--- config.mk ---
export PLATFORM = sky130hd
export DESIGN_NAME = trapezoid_membership_eval_top
export DESIGN_NICKNAME = d
export VERILOG_FILES = /design/src/sv/trap_pkg.sv /design/src/sv/trapezoid_membership_eval_top.sv
export SDC_FILE = /design/constraint.sdc
export NUM_CORES = 1
export LEC_CHECK = 0
export BUFFER_PORTS_ARGS = -buffer_cell sky130_fd_sc_hd__buf_2
export CAP_MARGIN = 20
export CORE_UTILIZATION = 50
export DETAILED_ROUTE_END_ITERATION = 6
export PLACE_DENSITY = 0.66
export SLEW_MARGIN = 20
export SYNTH_ARGS = -nofsm -noshare
export SYNTH_HDL_FRONTEND = slang
export SYNTH_SLANG_ARGS = --single-unit
export TNS_END_PERCENT = 20
--- constraint.sdc ---
create_clock -name clk_i -period 11.7 [get_ports clk_i]
set_input_delay 2.34 -clock clk_i [delete_from_list [all_inputs] [get_ports clk_i]]
set_output_delay 2.34 -clock clk_i [all_outputs]
set_load 0.03 [all_outputs]
--- src/sv/trap_pkg.sv ---
package trap_pkg;

  // default data and fraction widths
  localparam int unsigned DATA_WIDTH_DEF    = 16;
  localparam int unsigned FRACTION_BITS_DEF = 15;

  // configuration port
  localparam int unsigned APB_DATA_WIDTH = 32;
  localparam int unsigned APB_ADDR_WIDTH = 4;

  // register indexes
  typedef enum logic [1:0] {
    RegPointA = 2'd0,
    RegPointB = 2'd1,
    RegPointC = 2'd2,
    RegPointD = 2'd3
  } reg_idx_e;

  // region codes
  typedef enum logic [1:0] {
    RegionOut  = 2'd0,
    RegionRise = 2'd1,
    RegionFlat = 2'd2,
    RegionFall = 2'd3
  } region_e;

endpackage

--- src/sv/trapezoid_membership_eval_top.sv ---
// channel   | direction | handshake          | payload
// ----------+-----------+--------------------+--------------------------
// sample    | in        | valid_i / stall_o  | sample_i
// result    | out       | valid_o / stall_i  | grade_o, region_o
// config    | in        | apb psel / penable | paddr, pwdata -> prdata
//
// one sample enters per cycle unless stall_o is high; each result passes through
// one classify stage, then one restoring-divide stage per quotient bit.
// rst_ni clears the breakpoints and all stage valid bits.
// a stall on the output backs up only as far as the first empty stage, so
// bubbles inside the pipeline are filled while the output is held.
module trapezoid_membership_eval_top #(
  parameter int unsigned DATA_WIDTH    = trap_pkg::DATA_WIDTH_DEF,
  parameter int unsigned FRACTION_BITS = trap_pkg::FRACTION_BITS_DEF
) (
  input  logic                                  clk_i,
  input  logic                                  rst_ni,
  // sample channel
  input  logic                                  valid_i,
  output logic                                  stall_o,
  input  logic signed [DATA_WIDTH-1:0]          sample_i,
  // result channel
  output logic                                  valid_o,
  input  logic                                  stall_i,
  output logic [FRACTION_BITS:0]                grade_o,
  output logic [1:0]                            region_o,
  // configuration port
  input  logic                                  psel,
  input  logic                                  penable,
  input  logic                                  pwrite,
  input  logic [trap_pkg::APB_ADDR_WIDTH-1:0]   paddr,
  input  logic [trap_pkg::APB_DATA_WIDTH-1:0]   pwdata,
  output logic [trap_pkg::APB_DATA_WIDTH-1:0]   prdata,
  output logic                                  pready
);

  localparam int unsigned NW   = DATA_WIDTH + 1;     // difference width
  localparam int unsigned QW   = FRACTION_BITS + 1;  // quotient width
  localparam int unsigned LAST = FRACTION_BITS + 1;  // index of output stage

  // breakpoint registers
  logic signed [DATA_WIDTH-1:0] pa_q, pb_q, pc_q, pd_q;
  logic                         wr_en;
  trap_pkg::reg_idx_e           reg_idx;

  assign pready  = 1'b1;
  assign wr_en   = psel & penable & pwrite & pready;
  assign reg_idx = trap_pkg::reg_idx_e'(paddr[3:2]);

  always_ff @(posedge clk_i or negedge rst_ni) begin
    if (!rst_ni) begin
      pa_q <= '0;
      pb_q <= '0;
      pc_q <= '0;
      pd_q <= '0;
    end else if (wr_en) begin
      unique case (reg_idx)
        trap_pkg::RegPointA: pa_q <= pwdata[DATA_WIDTH-1:0];
        trap_pkg::RegPointB: pb_q <= pwdata[DATA_WIDTH-1:0];
        trap_pkg::RegPointC: pc_q <= pwdata[DATA_WIDTH-1:0];
        trap_pkg::RegPointD: pd_q <= pwdata[DATA_WIDTH-1:0];
        default: ;
      endcase
    end
  end

  // register readback, sign extended
  always_comb begin
    unique case (reg_idx)
      trap_pkg::RegPointA: prdata = trap_pkg::APB_DATA_WIDTH'(pa_q);
      trap_pkg::RegPointB: prdata = trap_pkg::APB_DATA_WIDTH'(pb_q);
      trap_pkg::RegPointC: prdata = trap_pkg::APB_DATA_WIDTH'(pc_q);
      trap_pkg::RegPointD: prdata = trap_pkg::APB_DATA_WIDTH'(pd_q);
      default:             prdata = '0;
    endcase
  end

  // pipeline storage, one entry per stage
  logic               vld_q [0:LAST];
  logic               adv   [0:LAST];
  trap_pkg::region_e  reg_q [0:LAST];
  logic [NW-1:0]      rem_q [0:LAST];
  logic [NW-1:0]      den_q [0:LAST];
  logic [QW-1:0]      quo_q [0:LAST];

  // a stage loads when it is empty or its contents move on
  assign adv[LAST] = !vld_q[LAST] || !stall_i;
  for (genvar k = 0; k < LAST; k++) begin : g_adv
    assign adv[k] = !vld_q[k] || adv[k+1];
  end
  assign stall_o = !adv[0];

  // classify: pick region, numerator and divisor
  logic in_rise, in_flat, in_fall;
  logic [NW-1:0]     rise_num, rise_den, fall_num, fall_den;
  trap_pkg::region_e cls_region_d;
  logic [NW-1:0]     cls_num_d, cls_den_d;

  assign in_rise  = (pa_q <= sample_i) && (sample_i < pb_q);
  assign in_flat  = (pb_q <= sample_i) && (sample_i < pc_q);
  assign in_fall  = (pc_q <= sample_i) && (sample_i < pd_q);
  assign rise_num = NW'($signed({sample_i[DATA_WIDTH-1], sample_i}) -
                        $signed({pa_q[DATA_WIDTH-1], pa_q}));
  assign rise_den = NW'($signed({pb_q[DATA_WIDTH-1], pb_q}) -
                        $signed({pa_q[DATA_WIDTH-1], pa_q}));
  assign fall_num = NW'($signed({pd_q[DATA_WIDTH-1], pd_q}) -
                        $signed({sample_i[DATA_WIDTH-1], sample_i}));
  assign fall_den = NW'($signed({pd_q[DATA_WIDTH-1], pd_q}) -
                        $signed({pc_q[DATA_WIDTH-1], pc_q}));

  // plateau divides 1 by 1 and outside divides 0 by 1, so the divider
  // produces the full and the zero grade with no extra select
  always_comb begin
    priority if (in_rise) begin
      cls_region_d = trap_pkg::RegionRise;
      cls_num_d    = rise_num;
      cls_den_d    = rise_den;
    end else if (in_flat) begin
      cls_region_d = trap_pkg::RegionFlat;
      cls_num_d    = NW'(1);
      cls_den_d    = NW'(1);
    end else if (in_fall) begin
      cls_region_d = trap_pkg::RegionFall;
      cls_num_d    = fall_num;
      cls_den_d    = fall_den;
    end else begin
      cls_region_d = trap_pkg::RegionOut;
      cls_num_d    = '0;
      cls_den_d    = NW'(1);
    end
  end

  // stage 0 valid and payload
  always_ff @(posedge clk_i or negedge rst_ni) begin
    if (!rst_ni) begin
      vld_q[0] <= 1'b0;
    end else if (adv[0]) begin
      vld_q[0] <= valid_i;
    end
  end

  always_ff @(posedge clk_i) begin
    if (adv[0] && valid_i) begin
      reg_q[0] <= cls_region_d;
      rem_q[0] <= cls_num_d;
      den_q[0] <= cls_den_d;
      quo_q[0] <= '0;
    end
  end

  // restoring divide, one quotient bit per stage, msb first
  for (genvar k = 1; k <= LAST; k++) begin : g_div
    logic [NW:0]   trial;
    logic          q_bit;
    logic [NW:0]   diff;
    logic [NW-1:0] rem_d;

    // first step compares the numerator itself, later steps the doubled rest
    if (k == 1) begin : g_first
      assign trial = {1'b0, rem_q[k-1]};
    end else begin : g_next
      assign trial = {rem_q[k-1], 1'b0};
    end

    assign diff  = trial - {1'b0, den_q[k-1]};
    assign q_bit = (trial >= {1'b0, den_q[k-1]});
    assign rem_d = q_bit ? diff[NW-1:0] : trial[NW-1:0];

    always_ff @(posedge clk_i or negedge rst_ni) begin
      if (!rst_ni) begin
        vld_q[k] <= 1'b0;
      end else if (adv[k]) begin
        vld_q[k] <= vld_q[k-1];
      end
    end

    always_ff @(posedge clk_i) begin
      if (adv[k] && vld_q[k-1]) begin
        reg_q[k] <= reg_q[k-1];
        rem_q[k] <= rem_d;
        den_q[k] <= den_q[k-1];
        quo_q[k] <= {quo_q[k-1][QW-2:0], q_bit};
      end
    end
  end

  // last stage is the output register
  assign valid_o  = vld_q[LAST];
  assign grade_o  = quo_q[LAST];
  assign region_o = reg_q[LAST];

`ifndef SYNTH
  // plateau results carry the full grade
  a_flat_full: assert property (@(posedge clk_i) disable iff (!rst_ni)
    (valid_o && region_o == trap_pkg::RegionFlat) |-> (grade_o == QW'(1) << FRACTION_BITS))
    else $error("plateau result without full grade");

  // outside results carry a zero grade
  a_out_zero: assert property (@(posedge clk_i) disable iff (!rst_ni)
    (valid_o && region_o == trap_pkg::RegionOut) |-> (grade_o == '0))
    else $error("outside result with nonzero grade");

  // grade never exceeds one
  a_grade_max: assert property (@(posedge clk_i) disable iff (!rst_ni)
    valid_o |-> (grade_o <= (QW'(1) << FRACTION_BITS)))
    else $error("grade above one");

  // an empty first stage never pushes back on the input
  a_no_false_stall: assert property (@(posedge clk_i) disable iff (!rst_ni)
    !vld_q[0] |-> !stall_o)
    else $error("input stalled with empty first stage");
`endif

endmodule
* Yosys cells after proc, flatten, opt, wreduce, memory -nomap -nowiden
Memory sizes are Yosys's and may differ from the RTL's.
Index checks and enable logic that the tools add are counted.
** Storage, ports and cells
- Register bits after elaboration :: 81
- RAM bits :: 884
- Input bits :: 59
- Logic and storage cells :: 193
- Memories kept :: 4
** Memories
- den_q :: words 17, width 17, rd ports 16, clocked after memory_dff 0, write ports 17, line trapezoid_membership_eval_top.sv:83 : logic [NW-1:0] den_q [0:LAST];
- rem_q :: words 17, width 17, rd ports 16, clocked after memory_dff 0, write ports 17, line trapezoid_membership_eval_top.sv:82 : logic [NW-1:0] rem_q [0:LAST];
- quo_q :: words 17, width 16, rd ports 17, clocked after memory_dff 0, write ports 17, line trapezoid_membership_eval_top.sv:84 : logic [QW-1:0] quo_q [0:LAST];
- reg_q :: words 17, width 2, rd ports 17, clocked after memory_dff 0, write ports 17, line trapezoid_membership_eval_top.sv:81 : trap_pkg::region_e reg_q [0:LAST];
** Operators by class
- Add/subtract/negate cells :: 20
- Order comparisons :: 22
- Equal/unequal tests :: 3
- Mux-type cells :: 60
- Bitwise logic cells :: 2
- Reductions and logical operators :: 61
** Operators with widths (number)
- 2-to-1 mux 17 bit :: 22
- subtractor 17 bit :: 16
- greater-or-equal comparator 18 x 17 -> 1 bit :: 15
- case mux 32 bit (4 select lines) :: 1
- subtractor 16 x 16 -> 17 bit :: 4
- less-or-equal comparator 16 bit :: 3
- < comparator 16 bit :: 3
- 2-to-1 mux 1 bit :: 34
- logical AND 1 bit :: 20
- logical NOT 1 bit :: 19
- greater-or-equal comparator 17 bit :: 1
- logical OR 1 bit :: 17
- AND reduction 2 bit :: 4
- 2-to-1 mux 2 bit :: 3
- equality test 2 bit (second input constant) :: 2
- bitwise AND 1 bit :: 2
- equality test 2 x 1 -> 1 bit (second input constant) :: 1
- logical NOT 2 bit :: 1

* Logic depth before layout (Yosys ltp)
Gate-level depths: netlist of the first run.
- Depth in word-level cells :: 21
- Mapped depth :: 13
- Depth with buffers taken out :: 13

* Worst setup path before layout of the first run
OpenSTA, ideal clock, no wires.
- Path kind :: input -> register
- Start point :: in stall_i
- End point :: mem den_q[0][100] in the netlist's numbering (enable)
- Arrival time :: 5.919 ns
- Required time :: 11.198 ns
- Path slack :: 5.278 ns
- Stages :: 6
- Path buffers :: 0
- Path through :: nand4_1 inv_1 and3_1 nand3_1 nor2_1 a21boi_0
** RTL lines
- start, declared :: line trapezoid_membership_eval_top.sv:24 : input logic stall_i,
- end, declared :: line trapezoid_membership_eval_top.sv:83

* Worst setup path in the final report of the first run
- Start point :: in stall_i
- End point :: out stall_o
** Between the ends
- Longest elaborated chain between the ends :: 19
** RTL lines
- logical NOT 1 bit :: line trapezoid_membership_eval_top.sv:87 : assign adv[LAST] = !vld_q[LAST] || !stall_i;
- logical OR 1 bit :: line trapezoid_membership_eval_top.sv:87
- logical OR 1 bit (16 in series) :: line trapezoid_membership_eval_top.sv:89 : assign adv[k] = !vld_q[k] || adv[k+1];
- logical NOT 1 bit :: line trapezoid_membership_eval_top.sv:91 : assign stall_o = !adv[0];
- end, declared :: line trapezoid_membership_eval_top.sv:20 : output logic stall_o,
No other way between the ends.

==> metrics.md, run 1 <==
| Metric | Value |
|---|---|
| Status | `finished, final reports clean` |
| Initial antenna violation count | `1` |
| Worst slew pin tran | `1060 ps` |
| CTS Buf Count | `88` |
| Cell accounting for the most synthesized area | `edfxtp_1` |
| DRT antenna net count | `0` |
| Clock Tree Root | `clkbuf_16` |
| Layout cells sized above 1 | `0.129` |
| Avg WL per Cell | `17.3 µm` |
| Compound-Gate Fraction of Synth Area | `0.116` |
| Number of max-cap violations | `0` |
| GR peak layer | `met2` |
| Setup Skew | `52.5 ps` |
| Sequential group share of total power | `0.349` |
| Sw Pwr | `5.29 mW` |
| Fmax | `143 MHz` |
| Most frequent cell after synthesis | `edfxtp_1` |
| Top_reg_cell synth | `edfxtp_1` |
| Leak Pwr | `20.3 nW` |
| Post-synthesis cell area | `0.0444 mm²` |
| Crit Path Category | `input pin to output port` |
| DRT Pass-1 Iters | `5` |
| Worst Hold Launch | `quo_q[0][81]` |
| Hold depth | `0` |
| Die height | `300 µm` |
| Largest cells by area after synthesis | `edfxtp_1 (48%), ha_1 (10%), mux2_2 (4.6%)` |
| Synth-to-Final Area Change | `10.6%` |
| Sink of the worst hold path | `quo_q[0][98]` |
| CTS resizes | `0` |
| # DRC | `0` |
| Mux cell area share after synthesis | `0.0613` |
| Drt total wl | `88.2 mm` |
| Crit path DAT | `4650 ps` |
| Synth top area share | `0.483` |
| CTS Sinks | `795` |
| Cells on worst reg2reg path | `12` |
| Worst reg2reg path startpoint | `pa_q[10]` |
| Yosys cell types | `84` |
| Worst slew margin | `0.293` |
| Initial core utilization | `0.509` |
| Pwr per Cell Area | `295 mW/mm²` |
| Placeable Area | `0.0873 mm²` |
| DR vias/cell | `5.47` |
| Critical Path Sink Type | `output port` |
| Post-synth EDFFs | `714` |
| Critical-path maximum fanout | `5` |
| Final GP Congestion | `0.889` |
| Largest net degree at the start of global routing | `74` |
| Max Transition Viols Final | `0` |
| Hpwl dp | `66.7 mm` |
| Setup Buffers After CTS | `0` |
| Buffers added on ports | `92` |
| FF/Latch Area | `0.0235 mm²` |
| Worst-path clk slew | `60 ps` |
| Detailed Route Iter0 Violations | `1580` |
| Final worst path period share | `0.598` |
| WP data required | `9360 ps` |
| Setup WS pre-CTS | `4730 ps` |
| Int Pwr | `9.21 mW` |
| Final setup fails | `0` |
| Startpoint Class | `input pin` |
| Die W | `300 µm` |
| Largest family of logic cells by synthesized area | `compound AO/OA/AOI/OAI gates` |
| Worst VDD drop | `0.180 mV` |
| PnR worst setup slack | `4710 ps` |
| Fillers | `7333` |
| Vias | `27900` |
| Die footprint | `0.0900 mm²` |
| Syn Area/Cell | `11.8 µm²` |
| H-Tree Depth | `3` |
| Clock Latency Late Sink | `660 ps` |
| Xor and xnor area share after synthesis | `0.0479` |
| Synth async-reset ratio | `0.102` |
| Cts hold-fix bufs | `0` |
| Clock power share | `0.193` |
| M1 GR Usage | `0.247` |
| Core Rows | `108` |
| Synth Area in Simple Gates | `0.0879` |
| Met3 usage | `0.0287` |
| Total gr overflow | `0` |
| Clk buf depth | `3` |
| Fin Setup TNS | `0 ps` |
| Mapped Nets | `4205` |
| Ports | `112` |
| Synth Area in Adders | `0.112` |
| Overall routing resource usage | `0.198` |
| Flop2flop setup slack | `7580 ps` |
| Most frequent cells after synthesis | `edfxtp_1 (714), inv_1 (420), ha_1 (367), nor2_1 (210), nand2_1 (205)` |
| Ant diodes | `0` |
| Seq cells post-synth | `795` |
| CTS tree | `built` |
| First-pass GRT wire length | `143 mm` |
| Register area share after synthesis | `0.529` |
| Combinational share of power | `0.458` |
| Switch share | `0.365` |
| Synth warnings | `0` |
| R2R Path End | `den_q[0][0]` |
| Met2 Usage GRT | `0.353` |
| Worst Hold Class | `register to register` |
| RSZ-0062 raised after global routing | `no` |
| Cells after Synth | `3760` |
| Final Critical Period | `6990 ps` |
| Vias in the first global route | `27600` |
| Final nets | `4323` |
| Area of the multi-input gates | `0.0190 mm²` |
| Endpoints failing hold | `0` |
[cell type report]
type	instances	share of cell area
multi-input cells	2461	0.387
repair buffers	112	0.0135
clock buffers	101	0.0458
flip-flops and latches	795	0.478
clock inverters	60	0.0146
well taps	1155	0.0294
inverters	420	0.0321
[per-stage QoR]
stage,power [mW],util,instance area (µm²),std cells,hold WS (ps)
after floorplan,10.2,-,44400,3760,400
after global placement,11.6,0.527,46000,4939,401
after detailed placement,11.7,0.528,46100,4939,405
after CTS,14.6,0.562,49000,5100,367
after global routing,15.6,0.563,49100,5104,382
final,14.5,0.563,49100,5104,375
[sequential cells by signal (all words and copies together) (netlist names)]
name,flops
den_q,272
pa_q,16
pb_q,16
pc_q,16
pd_q,16
quo_q,136
reg_q,34
rem_q,272
valid_o,1
vld_q,16
[layout by cell type, fill, tap and decap left out, drive strengths merged, types with 28 or more instances in the layout]
cell type and n:
a21oi 192, mux2 191, nand4 38, clkbuf 101
inv 423, ha 367, nand2b 37, dfrtp 81
nor2 210, o21bai 28, a21o 102, edfxtp 714
nor2b 64, nand3 82, nor3 77, o21ai 196
o21a 62, clkinv 40, buf 112, xnor2 158
xor2 85, nand2 205
[power by group through the flow]
stage	clock [mW]	combinational, mW	sequential (mW)
floorplan	0	5.40	4.84
global placement	0	6.51	5.11
detailed placement	0	6.60	5.12
CTS	2.87	6.67	5.07
global route	2.97	7.44	5.15
finish	2.80	6.65	5.06
[critical path: stages]
cell,delay [ps]
buf_2,140
nand4_1,190
inv_1,110
and3_1,300
nand2_1,170
nor4_1,700
and4_1,440
buf_2,250
[cells by family after synthesis]
| kind of cell | count (synthesis) |
|---|---|
| buffers and inverters | 504 |
| DFF | 795 |
| AOI/OAI and AO/OA | 790 |
| other | 1 |
| xor gates and xnor gates | 243 |
| adders and majority gates | 386 |
| muxes | 226 |
| and+or+nand+nor | 815 |
[layer usage]
metal	wire length, µm	share of wire
met5	0	0
met3	3130	0.035
met2	44500	0.50
met4	2650	0.030
met1	37900	0.43
[worst max path at each step]
stage	start	end	slack [ps]	cells past startpoint
6_report	stall_i	stall_o	4710	8
5_1_grt	stall_i	stall_o	4550	8
4_1_cts	stall_i	stall_o	4720	8
3_5_place_dp	stall_i	stall_o	4730	8
3_3_place_gp	stall_i	stall_o	4770	8
2_1_floorplan	stall_i	den_q[0][100]	5280	6
Power figures use the tool's default switching activity.
==> run 2: changes to the inputs <==
clock period = 7.05 ns   (was 11.7 ns; I/O delays follow)
==> run 2 against run 1 <==
Critical path depth unchanged. Critical path type unchanged. Register-to-register slack got worse by 4600 ps. Worst hold slack better by 24 ps. First-iteration DRC count increased by 4.6%. Sequential power increased by 66%. Clock-buffer cell count is 1 higher.
==> metrics.md, run 2 (synthesis gave the netlist of run 1 again) <==
| Metric | Value |
|---|---|
| Endpoints failing hold | `0` |
| Synth-to-Final Area Change | `10.6%` |
| Die height | `300 µm` |
| DP Area | `0.0461 mm²` |
| Crit path DAT | `3730 ps` |
| Final GP Congestion | `0.874` |
| Ant diodes | `0` |
| Leak Pwr | `20.3 nW` |
| DP Cell Count | `4940` |
| WHS | `400 ps` |
| Most frequent cells in the layout | `edfxtp_1 (714), inv_1 (420), ha_1 (367)` |
| Buf+Inv Stages, Crit Path | `3` |
| Overall Power | `24.0 mW` |
| Total gr overflow | `0` |
| Slowest stage delay, CP | `680 ps` |
| Worst-path cell chain | `buf_2 -> nand4_1 -> inv_1 -> and3_1 -> nand2_1 -> nor4_1 -> and4_1 -> buf_2` |
| Die W | `300 µm` |
| Final setup fails | `0` |
| Final worst path period share | `0.729` |
| Hpwl dp | `68.1 mm` |
| Pwr per Cell Area | `490 mW/mm²` |
| Worst Hold Class | `register to register` |
| Setup Buffers After CTS | `0` |
| Largest regs | `den_q x272, rem_q x272, quo_q x136` |
| Setup WS pre-CTS | `1890 ps` |
| Setup Skew | `69.9 ps` |
| Cts hold-fix bufs | `0` |
| R2R Path End | `den_q[0][0]` |
| Initial antenna violation count | `0` |
| Worst reg2reg path startpoint | `pa_q[10]` |
| RSZ-0062 raised after global routing | `no` |
| Initial core utilization | `0.509` |
| Largest net degree at the start of global routing | `65` |
| First-pass GRT wire length | `145 mm` |
| CTS tree | `built` |
| Fin Setup TNS | `0 ps` |
| DR vias/cell | `5.48` |
| CP top delay family | `simple AND/OR/NAND/NOR gates` |
| PnR worst setup slack | `1910 ps` |
| Avg WL per Cell | `17.5 µm` |
| Worst Hold Launch | `quo_q[0][202]` |
| Slowest-stage cell, CP | `nor4_1` |
| Commonest non-fill, non-tap cell in the layout | `edfxtp_1` |
| Worst VDD drop | `0.326 mV` |
| Worst slew margin | `0.264` |
| Vias in the first global route | `27700` |
| Final Cell Area | `0.0491 mm²` |
| # DRC | `0` |
| Crit Path Category | `input pin to output port` |
| Clock Latency Late Sink | `670 ps` |
| Drt total wl | `89.5 mm` |
| Clock Tree Root | `clkbuf_16` |
| Hold depth | `0` |
| Critical-path maximum fanout | `5` |
| Core Rows | `108` |
| Number of max-cap violations | `0` |
| Non-filler cells, final | `5107` |
| Final Critical Period | `5140 ps` |
| Flop2flop setup slack | `2970 ps` |
| Sink of the worst hold path | `quo_q[0][219]` |
| Buffers added on ports | `92` |
| Die footprint | `0.0900 mm²` |
| H-Tree Depth | `3` |
| Clk buf depth | `3` |
| CTS Sinks | `795` |
| WP data required | `5640 ps` |
| CTS resizes | `0` |
| Layout cells sized above 1 | `0.131` |
| Overall routing resource usage | `0.201` |
| DRT antenna net count | `0` |
| Vias | `28000` |
| Placeable Area | `0.0873 mm²` |
| Detailed Route Iter0 Violations | `1653` |
| CP most frequent cell | `buf_2` |
| Fin util | `0.562` |
| Ports | `112` |
| Worst slew pin tran | `1100 ps` |
| Fmax | `195 MHz` |
| Startpoint Class | `input pin` |
| Final nets | `4324` |
| Worst-path clk slew | `60 ps` |
| Status | `finished, final reports clean` |
| Max Transition Viols Final | `0` |
| Critical Path Sink Type | `output port` |
| CTS Buf Count | `88` |
| Cells on worst reg2reg path | `12` |
| DRT Pass-1 Iters | `7` |
-- run 2: cell types whose count changed in the layout (fill, tap and decap cells not counted), moves of 2 or more --
cell       before  now
clkbuf_8        0    4
clkinv_4        6    2
clkinv_16       4    6
bufinv_16      11    7
clkbuf_1       13   10
clkinv_2       14   21
-- run 2: worst reg2reg max path: stages, from the launching register on --
cell and delay, ps:
dfrtp_1 370, inv_1 150, ha_1 310, and3_1 270
a221oi_1 510, nand2_1 100, o31ai_1 450, o21ai_0 200
o21ai_1 240, a21o_1 460, buf_4 450, and3_1 250
a21oi_1 50
-- run 2: per-layer routing --
| layer | track usage | wire (µm) |
|---|---|---|
| met4 | 0.0577 | 2010 |
| met5 | 0 | 0 |
| met3 | 0.0236 | 2830 |
| met1 | 0.250 | 39100 |
| met2 | 0.365 | 45600 |
-- run 2: worst max path at each step --
stage | startpoint | endpoint | slack [ps] | depth (start not counted)
floorplan | stall_i | den_q[0][100] | 1560 | 6
global placement | stall_i | stall_o | 1970 | 8
detailed placement | stall_i | stall_o | 1890 | 8
CTS | stall_i | stall_o | 1870 | 8
global route | stall_i | stall_o | 1680 | 8
finish | stall_i | stall_o | 1910 | 8
-- run 2: final cells by class --
| type | instances | area (µm²) |
|---|---|---|
| Clock buffer | 102 | 2290 |
| Timing Repair Buffer | 113 | 671 |
| Inverter | 420 | 1580 |
| Multi-Input combinational cell | 2461 | 19000 |
| Fill cell | 7336 | 38200 |
| Tap cell | 1155 | 1450 |
| Sequential cell | 795 | 23500 |
| Clock inverter | 61 | 647 |
-- run 2: where the power goes --
group	total, mW	internal [mW]	switching, mW
registers	8.40	7.48	0.919
logic	11.1	5.09	5.98
clock network	4.57	2.62	1.94
==> run 3: changes to the inputs <==
ABC_AREA = 1   (was unset)
PLACE_DENSITY = 0.69   (was 0.66)
clock period = 4.15 ns   (was 7.05 ns; I/O delays follow)
==> run 3 against run 2 <==
Largest power group unchanged. Clock-buffer cell count fell by 11. Setup slack worse by 1600 ps. First-iteration DRC count increased by 46%. Sequential cell count is the same. Die area is 3.4% higher. Total power is 89% higher. Design area up 2.9%. Wire length increased by 13%. Non-clock buffer count increased by 14. Sequential power up 83%. Synthesized cell count rose by 25%.
==> metrics.md, run 3 <==
| Metric | Value |
|---|---|
| Status | `finished, final reports clean` |
| Synth-to-Final Area Change | `10.0%` |
| Synth top area share | `0.467` |
| Combinational share of power | `0.488` |
| Die W | `305 µm` |
| Clock power share | `0.173` |
| Commonest non-fill, non-tap cell in the layout | `edfxtp_1` |
| Worst Hold Class | `input pin to async pin` |
| Pwr per Cell Area | `901 mW/mm²` |
| Setup Skew | `62.6 ps` |
| CTS resizes | `0` |
| Placeable Area | `0.0904 mm²` |
| First-pass GRT wire length | `162 mm` |
| DP Area | `0.0475 mm²` |
| RSZ-0062 raised after global routing | `no` |
| Endpoints failing hold | `0` |
| Setup WS pre-CTS | `459 ps` |
| Post-synth EDFFs | `714` |
| Clk buf depth | `3` |
| CTS Buf Count | `86` |
| Final GP Congestion | `0.946` |
| PnR worst setup slack | `312 ps` |
| Seq cells post-synth | `795` |
| Sequential group share of total power | `0.339` |
| Slowest-stage cell, CP | `dfrtp_1` |
| Final worst path period share | `0.925` |
| Cts hold-fix bufs | `0` |
| CP most frequent cell | `nand4_1` |
| Buffers added on ports | `92` |
| Most frequent cells in the layout | `edfxtp_1 (714), nand2_1 (685), inv_1 (660)` |
| Final Critical Period | `3840 ps` |
| Initial antenna violation count | `1` |
| Worst-path cell chain | `nand2_1 -> nor2_2 -> nand4_2 -> nor2_4 -> nand4_1 -> nor2_1 -> nand4_1 -> nor2_1 -> nand4_1 -> inv_1 -> buf_2` |
| Final nets | `5260` |
| Critical-path maximum fanout | `4` |
| Final setup fails | `0` |
| Int Pwr | `26.3 mW` |
| Setup Buffers After CTS | `0` |
| Most frequent cell after synthesis | `edfxtp_1` |
| Worst slew margin | `0.307` |
| CTS tree | `built` |
| Overall Power | `45.5 mW` |
| Die footprint | `0.0930 mm²` |
| Cell accounting for the most synthesized area | `edfxtp_1` |
| Non-filler cells, final | `6064` |
| Most frequent cells after synthesis | `edfxtp_1 (714), nand2_1 (686), inv_1 (664), a21oi_1 (566), nor2_1 (453)` |
| Top_reg_cell synth | `edfxtp_1` |
| Crit path DAT | `3010 ps` |
| Vias in the first global route | `30900` |
| Vias | `32600` |
| WP data required | `3320 ps` |
| H-Tree Depth | `3` |
| Ports | `112` |
| Crit Path Category | `register to output port` |
| Die height | `305 µm` |
| Layout cells sized above 1 | `0.0720` |
| Fmax | `261 MHz` |
| Post-synthesis cell area | `0.0459 mm²` |
| Syn Area/Cell | `9.76 µm²` |
| Cells after Synth | `4706` |
| Initial core utilization | `0.508` |
| DR vias/cell | `5.38` |
| Synth warnings | `0` |
| Total gr overflow | `0` |
| Synth async-reset ratio | `0.102` |
| Mapped Nets | `5151` |
| Switch share | `0.423` |
| Overall routing resource usage | `0.217` |
| Fin Setup TNS | `0 ps` |
| Avg WL per Cell | `16.7 µm` |
| Worst-path clk slew | `60 ps` |
| CTS Sinks | `795` |
| Critical Path Sink Type | `output port` |
| Drt total wl | `101 mm` |
| Fillers | `7804` |
| Largest net degree at the start of global routing | `74` |
| DP Cell Count | `5900` |
| Max Transition Viols Final | `0` |
| Yosys cell types | `56` |
| Register area share after synthesis | `0.511` |
| Slowest stage delay, CP | `380 ps` |
| Buf+Inv Stages, Crit Path | `2` |
| Number of max-cap violations | `0` |
| Hpwl dp | `77.8 mm` |
| Clock Tree Root | `clkbuf_16` |
| Final Cell Area | `0.0505 mm²` |
| Leak Pwr | `22.2 nW` |
| Clock Latency Late Sink | `680 ps` |
| Largest regs | `den_q x272, rem_q x272, quo_q x136` |
| DRT antenna net count | `0` |
| # DRC | `0` |
| Worst VDD drop | `0.448 mV` |
| Sw Pwr | `19.3 mW` |
| Detailed Route Iter0 Violations | `2415` |
| CP top delay family | `simple AND/OR/NAND/NOR gates` |
| DRT Pass-1 Iters | `6` |
| Largest cells by area after synthesis | `edfxtp_1 (47%), ha_1 (10%), a21oi_1 (6.2%)` |
| Core Rows | `110` |
| Worst slew pin tran | `1040 ps` |
| Startpoint Class | `register` |
==> run 3: cell count changes after synthesis, moves of 47 or more <==
cell | previous run | this run
a21oi_1 | 192 | 566
xor2_1 | 85 | 158
nor2_1 | 210 | 453
a21o_1 | 102 | 54
o21a_1 | 62 | 15
nor2b_1 | 63 | 0
inv_1 | 420 | 664
o21ai_0 | 191 | 258
nand2_1 | 205 | 686
mux2_2 | 181 | 0
==> run 3: final cells by class <==
class / instances / area, µm² / share of cell area
sequential: 795 / 23500 / 0.464
multi-input combinational: 3137 / 19300 / 0.382
inverter: 668 / 2510 / 0.0498
clock buffer: 91 / 2170 / 0.0430
tap: 1176 / 1470 / 0.0291
clock inverter: 69 / 800 / 0.0158
timing repair buffer: 127 / 778 / 0.0154
antenna: 1 / 2.50 / 0.0000495
==> run 3: path summary, 6_finish.rpt <==
kind	start	cells after the start	slack, ps	endpoint
max in group asynchronous	rst_ni	2	3070	valid_o
min	rst_ni	1	250	pa_q[12]
max	valid_o	11	310	stall_o
min in group clk_i	valid_i	3	350	vld_q[16]
min reg2reg	quo_q[0][134]	0	390	quo_q[0][151]
max reg2reg	pa_q[4]	12	1220	rem_q[0][4]
==> run 3: power groups by stage <==
stage	registers, mW	logic, mW	clock network [mW]
global placement	15.5	21.5	0
finish	15.4	22.2	7.87
detailed placement	15.6	21.9	0
CTS	15.5	22.1	8.06
global route	15.8	25.0	8.37
floorplan	14.8	17.4	0
==> run 3: cells by family (layout without fill, tap and decap cells) <==
| group | Yosys count | after routing | share of synthesized area |
|---|---|---|---|
| AOI/OAI and AO/OA | 1060 | 1060 | 0.129 |
| xor gates and xnor gates | 277 | 277 | 0.0528 |
| adders and majority gates | 386 | 386 | 0.108 |
| buffers and inverters | 774 | 955 | 0.0700 |
| DFF | 795 | 795 | 0.511 |
| other | 1 | 2 | 0.0000817 |
| and+or+nand+nor | 1413 | 1413 | 0.128 |
==> run 3: through the flow <==
| stage | utilization | hold slack [ps] |
|---|---|---|
| after floorplan | - | 400 |
| after global placement | 0.525 | 401 |
| after global routing | 0.559 | 328 |
| after detailed placement | 0.525 | 405 |
| after CTS | 0.558 | 270 |
| final | 0.559 | 255 |
==> run 3: metal layers <==
metal	vias up	wire, µm	share of wire	track usage
met1	15200	45500	0.45	0.292
met3	185	4940	0.049	0.0286
met4	0	2570	0.025	0.0652
li1	16400	-	-	-
met2	851	48400	0.48	0.366
met5	-	0	0	0
